--- src/sv/stq_pkg.sv ---
// Shared types and constants for the sleeping task timer queue.
`timescale 1ns / 1ps

package stq_pkg;

  localparam int COUNT_W = 31;
  localparam int ID_W = 8;
  localparam int KIND_W = 3;
  localparam int MODE_W = 2;
  localparam int DEFAULT_QUEUE_DEPTH = 32;
  localparam logic [COUNT_W-1:0] COUNT_MAX = {COUNT_W{1'b1}};

  typedef enum logic [MODE_W-1:0] {
    MODE_TICK  = 2'd0,
    MODE_DELAY = 2'd1,
    MODE_UNTIL = 2'd2,
    MODE_QUERY = 2'd3
  } mode_t;

  typedef enum logic [KIND_W-1:0] {
    KIND_RELEASE  = 3'd0,
    KIND_TIME     = 3'd1,
    KIND_DONE     = 3'd2,
    KIND_FULL     = 3'd3,
    KIND_OVERFLOW = 3'd4
  } kind_t;

  typedef enum logic {
    ST_IDLE = 1'b0,
    ST_SCAN = 1'b1
  } state_t;

  typedef enum logic [1:0] {
    CELL_HOLD   = 2'd0,
    CELL_INSERT = 2'd1,
    CELL_POP    = 2'd2
  } cell_cmd_t;

  // Broadcast to every cell of the chain.
  typedef struct packed {
    cell_cmd_t          cmd;
    logic [COUNT_W-1:0] new_deadline;
    logic [ID_W-1:0]    new_owner;
  } cell_ctl_t;

  // What a cell shows its neighbors.
  typedef struct packed {
    logic [COUNT_W-1:0] deadline;
    logic [ID_W-1:0]    owner;
    logic               le;  // Empty, or deadline no later than the one being inserted.
  } cell_link_t;

endpackage

--- src/sv/stq_cell.sv ---
// One slot of the sorted timer chain: holds a deadline and its owner.
`timescale 1ns / 1ps

module stq_cell (
  input  logic                clk,
  input  stq_pkg::cell_ctl_t  ctl,
  input  logic                occupied,
  input  stq_pkg::cell_link_t left,
  input  stq_pkg::cell_link_t right,
  output stq_pkg::cell_link_t self_link
);

  logic [stq_pkg::COUNT_W-1:0] deadline;
  logic [stq_pkg::COUNT_W-1:0] deadline_next;
  logic [stq_pkg::ID_W-1:0]    owner;
  logic [stq_pkg::ID_W-1:0]    owner_next;
  logic                        own_le;

  assign own_le = !occupied || (deadline <= ctl.new_deadline);

  always_comb begin
    deadline_next = deadline;
    owner_next = owner;
    case (ctl.cmd)
      stq_pkg::CELL_INSERT: begin
        // Entries later than the new deadline move one slot toward the tail.
        if (!left.le) begin
          deadline_next = left.deadline;
          owner_next = left.owner;
        end else if (!own_le || !occupied) begin
          deadline_next = ctl.new_deadline;
          owner_next = ctl.new_owner;
        end
      end
      stq_pkg::CELL_POP: begin
        deadline_next = right.deadline;
        owner_next = right.owner;
      end
      default: begin
        deadline_next = deadline;
        owner_next = owner;
      end
    endcase
  end

  always_ff @(posedge clk) begin
    deadline <= deadline_next;
    owner <= owner_next;
  end

  assign self_link = '{deadline: deadline, owner: owner, le: own_le};

endmodule

--- src/sv/sleeping_task_timer_queue_unit.sv ---
// Top level: tick counter, request control and the chain of timer cells.
//
//   channel  dir  ports                                      carries
//   s        in   s_tvalid s_tready s_tdata s_tuser          one request, mode in s_tuser
//   m        out  m_tvalid m_tready m_tdata m_tuser m_tlast  one result, kind in m_tuser
//
// A delay, delay-until or query request puts its result, if any, in the output register on
// the next cycle. A tick is accepted first; then each released task, up to
// QUEUE_DEPTH of them, leaves through the head cell, and the done result follows.
// Synchronous reset clears the count and the occupancy but not the cell contents.
// A low m_tready holds the result and pauses the release scan.
// No request is accepted until the tick is done.
`timescale 1ns / 1ps

module sleeping_task_timer_queue_unit #(
  parameter int QUEUE_DEPTH = stq_pkg::DEFAULT_QUEUE_DEPTH
) (
  input  logic        clk,
  input  logic        rst,
  input  logic        s_tvalid,
  output logic        s_tready,
  input  logic [39:0] s_tdata,   // task_id [7:0], amount [38:8], zero [39]
  input  logic [1:0]  s_tuser,   // mode [1:0]
  output logic        m_tvalid,
  input  logic        m_tready,
  output logic [39:0] m_tdata,   // task_id_res [7:0], value [38:8], zero [39]
  output logic [2:0]  m_tuser,   // kind [2:0]
  output logic        m_tlast
);

  localparam int OccW = $clog2(QUEUE_DEPTH + 1);
  localparam int CW = stq_pkg::COUNT_W;
  localparam int IW = stq_pkg::ID_W;

  stq_pkg::state_t state;
  stq_pkg::state_t state_next;
  logic [CW-1:0]   tick_count;
  logic [CW-1:0]   tick_count_next;
  logic [OccW-1:0] occupancy;
  logic [OccW-1:0] occupancy_next;

  logic [IW-1:0]   req_id;
  logic [CW-1:0]   req_amount;
  stq_pkg::mode_t  req_mode;
  logic [CW:0]     rel_sum;
  logic            overflow;
  logic            full;
  logic            s_acc;
  logic            out_free;
  logic            release_ok;
  logic            insert_go;

  logic              out_load;
  stq_pkg::kind_t    out_kind;
  logic [IW-1:0]     out_id;
  logic [CW-1:0]     out_value;
  logic              out_last;

  stq_pkg::cell_ctl_t  ctl;
  stq_pkg::cell_link_t links [QUEUE_DEPTH];
  logic [QUEUE_DEPTH-1:0] occupied;

  assign req_id = s_tdata[IW-1:0];
  assign req_amount = s_tdata[IW+CW-1:IW];
  assign req_mode = stq_pkg::mode_t'(s_tuser);
  assign rel_sum = {1'b0, tick_count} + {1'b0, req_amount};
  assign overflow = rel_sum[CW];
  assign full = (occupancy == OccW'(QUEUE_DEPTH));
  assign out_free = !m_tvalid || m_tready;
  assign s_tready = (state == stq_pkg::ST_IDLE) && out_free;
  assign s_acc = s_tvalid && s_tready;
  assign release_ok = (occupancy != '0) && (links[0].deadline <= tick_count);

  // The chain
  genvar gi;
  generate
    for (gi = 0; gi < QUEUE_DEPTH; gi++) begin : g_cell
      stq_pkg::cell_link_t left_in;
      stq_pkg::cell_link_t right_in;

      assign occupied[gi] = (OccW'(gi) < occupancy);

      if (gi == 0) begin : g_head
        assign left_in = '{deadline: '0, owner: '0, le: 1'b1};
      end else begin : g_body
        assign left_in = links[gi-1];
      end

      if (gi == QUEUE_DEPTH - 1) begin : g_tail
        assign right_in = links[gi];
      end else begin : g_inner
        assign right_in = links[gi+1];
      end

      stq_cell u_cell (
        .clk       (clk),
        .ctl       (ctl),
        .occupied  (occupied[gi]),
        .left      (left_in),
        .right     (right_in),
        .self_link (links[gi])
      );
    end
  endgenerate

  always_comb begin
    state_next = state;
    tick_count_next = tick_count;
    occupancy_next = occupancy;
    out_load = 1'b0;
    out_kind = stq_pkg::KIND_DONE;
    out_id = '0;
    out_value = '0;
    out_last = 1'b1;
    insert_go = 1'b0;
    ctl.cmd = stq_pkg::CELL_HOLD;
    ctl.new_deadline = (req_mode == stq_pkg::MODE_DELAY) ? rel_sum[CW-1:0] : req_amount;
    ctl.new_owner = req_id;

    case (state)
      stq_pkg::ST_IDLE: begin
        if (s_acc) begin
          case (req_mode)
            stq_pkg::MODE_TICK: begin
              if (tick_count != stq_pkg::COUNT_MAX) begin
                tick_count_next = tick_count + CW'(1);
              end
              state_next = stq_pkg::ST_SCAN;
            end
            stq_pkg::MODE_DELAY: begin
              if (overflow) begin
                out_load = 1'b1;
                out_kind = stq_pkg::KIND_OVERFLOW;
                out_id = req_id;
              end else if (full) begin
                out_load = 1'b1;
                out_kind = stq_pkg::KIND_FULL;
                out_id = req_id;
              end else begin
                insert_go = 1'b1;
              end
            end
            stq_pkg::MODE_UNTIL: begin
              // A deadline already reached releases the task without storing it.
              if (req_amount <= tick_count) begin
                out_load = 1'b1;
                out_kind = stq_pkg::KIND_RELEASE;
                out_id = req_id;
              end else if (full) begin
                out_load = 1'b1;
                out_kind = stq_pkg::KIND_FULL;
                out_id = req_id;
              end else begin
                insert_go = 1'b1;
              end
            end
            default: begin
              out_load = 1'b1;
              out_kind = stq_pkg::KIND_TIME;
              out_id = req_id;
              out_value = tick_count;
            end
          endcase
          if (insert_go) begin
            ctl.cmd = stq_pkg::CELL_INSERT;
            occupancy_next = occupancy + OccW'(1);
          end
        end
      end
      stq_pkg::ST_SCAN: begin
        if (out_free) begin
          out_load = 1'b1;
          if (release_ok) begin
            out_kind = stq_pkg::KIND_RELEASE;
            out_id = links[0].owner;
            out_last = 1'b0;
            ctl.cmd = stq_pkg::CELL_POP;
            occupancy_next = occupancy - OccW'(1);
          end else begin
            state_next = stq_pkg::ST_IDLE;
          end
        end
      end
      default: begin
        state_next = stq_pkg::ST_IDLE;
      end
    endcase
  end

  always_ff @(posedge clk) begin
    if (rst) begin
      state <= stq_pkg::ST_IDLE;
      tick_count <= '0;
      occupancy <= '0;
      m_tvalid <= 1'b0;
    end else begin
      state <= state_next;
      tick_count <= tick_count_next;
      occupancy <= occupancy_next;
      if (out_load) begin
        m_tvalid <= 1'b1;
      end else if (m_tready) begin
        m_tvalid <= 1'b0;
      end
    end
  end

  always_ff @(posedge clk) begin
    if (out_load) begin
      m_tdata <= {1'b0, out_value, out_id};
      m_tuser <= out_kind;
      m_tlast <= out_last;
    end
  end

  a_occ_bound: assert property (@(posedge clk) disable iff (rst)
    occupancy <= OccW'(QUEUE_DEPTH))
    else $error("occupancy above queue depth");

  a_ready_idle: assert property (@(posedge clk) disable iff (rst)
    s_tready |-> state == stq_pkg::ST_IDLE)
    else $error("request accepted outside idle");

  a_insert_grows: assert property (@(posedge clk) disable iff (rst)
    (s_acc && insert_go) |=> occupancy == $past(occupancy) + OccW'(1))
    else $error("insert did not grow occupancy");

  a_pop_shrinks: assert property (@(posedge clk) disable iff (rst)
    (state == stq_pkg::ST_SCAN && out_free && release_ok)
      |=> occupancy == $past(occupancy) - OccW'(1))
    else $error("release did not shrink occupancy");

  a_scan_ends: assert property (@(posedge clk) disable iff (rst)
    (state == stq_pkg::ST_SCAN && out_free && !release_ok)
      |=> (state == stq_pkg::ST_IDLE && m_tvalid && m_tlast))
    else $error("tick scan did not end with done");

endmodule

--- config.mk ---
export PLATFORM = sky130hd
export DESIGN_NAME = sleeping_task_timer_queue_unit
export DESIGN_NICKNAME = d
export VERILOG_FILES = /design/src/sv/stq_pkg.sv /design/src/sv/stq_cell.sv /design/src/sv/sleeping_task_timer_queue_unit.sv
export SDC_FILE = /design/constraint.sdc
export NUM_CORES = 2
export LEC_CHECK = 0
export ABC_AREA = 1
export BUFFER_PORTS_ARGS = -buffer_cell sky130_fd_sc_hd__buf_2
export CELL_PAD_IN_SITES_DETAIL_PLACEMENT = 1
export CELL_PAD_IN_SITES_GLOBAL_PLACEMENT = 1
export CORE_UTILIZATION = 30
export CTS_CLUSTER_DIAMETER = 120
export CTS_CLUSTER_SIZE = 30
export DETAILED_ROUTE_END_ITERATION = 8
export GPL_ROUTABILITY_DRIVEN = 0
export GPL_TIMING_DRIVEN = 0
export PLACE_DENSITY = 0.64
export SLEW_MARGIN = 20
export SYNTH_ARGS = -nofsm -noshare
export SYNTH_HDL_FRONTEND = slang
export SYNTH_SLANG_ARGS = --single-unit
export TNS_END_PERCENT = 100
--- constraint.sdc ---
create_clock -name clk -period 10.1 [get_ports clk]
set_clock_uncertainty 0.2 [all_clocks]
set_input_delay 2.02 -clock clk [delete_from_list [all_inputs] [get_ports clk]]
set_output_delay 2.02 -clock clk [all_outputs]
set_load 0.05 [all_outputs]
==> impl_results.md <==
* Status: finished clean
* Yosys top cell area share at between 30% and 40%
* Number of flops mapped to enable cells by yosys at 1291
* Synth area leader: edfxtp_1
* First-pass GRT wire length at about 810000 µm
* # hold bufs at CTS at 0
* Synth Area in XOR/XNOR at 0.248%
* Multi-input gate area at 56200 µm²
* Number of max-cap violations at 0
* Asr flop ratio synth at 0%
* VDD IR-drop max at 0.160 mV
* Drt total wl at 583000 µm
* Setup_tns at 0 ns
* IO Count at 92
* Die height at 597 µm
* Cell mode on critical path: nand2_1
* Worst skew pair latency at approximately 0.96 ns
* Register area at 39500 µm²
* Count leader, synth: nand2_1
* Total GRT Usage at roughly a third
* Nets at 15802
* CTS buffer count at 73
* Final Hold Fails at 0
* HPWL Detailed at 464000 µm
* Reg clk slew, reported paths at 0.12 ns
* Multiplexer share of the synthesized area at 0%
* Fin crit share at 94.8%
* Setup violations, final at 0
* Max Fanout on Critical Path at 27
* Die area at approximately 360000 µm²
* Kind of critical path: input pin to flip-flop
* Simple-Gate Fraction of Synth Area at between 30% and 40%
* Netlist Area Pre-Place at 106000 µm²
* Max Clk Rate at 104 MHz
* Number of synthesized register bits at roughly 1300
* PwrDens at 122 nW/µm²
* Hold crit path type: flip-flop to flip-flop
* Fill cells at roughly 44000
* Root buf cell: clkbuf_16
* H-tree levels at 3
* Post-CTS sizing at 0
* Mapped Cells at 14616
* FP Rows at between 200 and 250
* Main area contributors after synthesis: edfxtp_1, nand2_1, ha_1, nand3_1, nand4_1
* Die Wd at 597 µm
* Layout area overhead at 11.1%
* CP Capture Type: flip-flop
* Syn_nets at ~16000
* Largest family of logic cells by synthesized area: simple AND/OR/NAND/NOR gates
* Worst-margin pin slew at 1.30 ns
* DR pass1 iterations at 6
* Worst EP required at 10.48 ns
* CTS Buffer Depth at 4
* GRT Residual Overflow at 0
* Cell variety after synth at 56
* Primary FF master, synth: edfxtp_1
* Residual DRC at 0
* Setup slack, reg-to-reg at 1.13 ns
* CTS sink cnt at 1330
* Crit path launch type: input pin
* Slowest cell on the critical path: clkbuf_1
* CP max stage delay at 0.67 ns
* Compound-Gate Fraction of Synth Area at 4.60%
* Unrepaired setup endpoints after global routing: no
* Pleak at 0.0545 µW
* Tmin final at 9.58 ns
* # port buffers at 88
* Number of global-route vias before repair at 108516
* Initial Util at ~30%
* Register area share after synthesis at 37.3%
* Syn_area_per_cell at 7.26 µm²
* Synth top cells by count: nand2_1, nand3_1, inv_1
* Slew Limit Headroom at 13.5%
* Pins Over Slew Limit at 0
* Via density at around 5.7
* Vias at 112224
* Initial DRC count at 13368
* Largest net degree at the start of global routing at 35
* Pwr Total at roughly 14000 µW
* Adder-cell share of the synthesized area at 10.3%
* Synth Warn # at 0
* Mean routed wirelength per cell at about 30 µm
* Routed Antenna Nets at 0
* Arrival @ worst endpoint at 9.96 ns
* TritonCTS clock tree: yes
* Core area at 351000 µm²
* Post CTS Setup Buffer Count at 0
* Initial antenna violation count at 35
* Ratio of cells with drive above 1 in the final layout at 6.68%
[kinds of logic (layout without fill, tap and decap cells)]
family / after synthesis / count (layout)
buffers and inverters: 2626 / 2945
and+or+nand+nor: 8894 / 8894
adders and majority gates: 871 / 871
other: 1 / 30
xor gates and xnor gates: 30 / 30
AOI/OAI and AO/OA: 864 / 864
DFF: 1330 / 1330
[worst paths after layout]
path | startpoint | endpoint | depth (start not counted)
min | tick_count[30] | tick_count[30] | 1
max reg2reg | tick_count[14] | g_cell[24].u_cell.deadline[23] | 30
min reg2reg | tick_count[30] | tick_count[30] | 1
max | s_tuser[1] | g_cell[21].u_cell.owner[2] | 28
[power breakdown]
part / switching [µW] / leakage (µW) / internal [µW]
logic: 2770 / 0.0412 / 1040
clock network: 2480 / 0.00121 / 1510
registers: 225 / 0.0121 / 6370
[placed cells by master, fill, tap and decap left out, drive strengths merged, types with 13 or more instances in the layout]
master	n
o211ai	15
diode	29
nor4	43
nand3b	29
a211oi	32
nor2	479
clkbuf	586
inv	1675
a21boi	47
nand3	1762
xor2	28
a31o	24
buf	659
nand4	1360
nand2	5066
a21oi	446
nor3	128
dfxtp	39
clkinv	23
or2	13
edfxtp	1291
o21bai	44
a31oi	14
ha	870
o21ai	209
[layout make-up]
cell class	count	share of cell area, %
Antenna cell	29	0.0616
Inverter	1654	5.27
Timing Repair Buffer	194	2.38
Clock buffer	79	1.61
Sequential cell	1330	33.6
Multi-Input combinational cell	10660	47.7
Buffer	972	3.87
Tap cell	4708	5.00
Clock inverter	46	0.518
[worst max-delay path, delay by kind of cell]
kind                     cells  cell delay (ns)
AO/OA/AOI/OAI                3             0.68
AND/OR/NAND/NOR             13             2.60
buffers and inverters       10             3.92
adder cells (fa/ha/maj)      2             0.55
[sequential cells by signal, indices dropped and copies added, names as in the netlist]
register                flops
g_cell.u_cell.deadline    992
m_tuser                     3
m_tdata                    39
m_tvalid                    1
occupancy                   6
g_cell.u_cell.owner       256
m_tlast                     1
state                       1
tick_count                 31
[routing by layer]
metal	vias to the layer above	global-route usage [%]	routed length, µm
met5	-	0	195
met4	24	18.3	38700
met3	1246	7.35	56300
met2	5168	48.2	249000
met1	55742	41.2	239000
li1	50044	-	-
[stage by stage]
| step | hold WS, ns | util [%] | setup WS [ns] | cell area (µm²) | cells |
|---|---|---|---|---|---|
| final | 0.319 | 33.6 | 0.525 | 118000 | 19672 |
| after global routing | 0.356 | 33.6 | 0.370 | 118000 | 19646 |
| after CTS | 0.321 | 33.6 | 0.831 | 118000 | 19643 |
| after detailed placement | 0.291 | 32.9 | -0.0776 | 115000 | 19518 |
| after global placement | 0.293 | 32.1 | -9.01 | 112000 | 19412 |
| after floorplan | 0.266 | - | 1.23 | 106000 | 14616 |
Power figures use the tool's default switching activity.
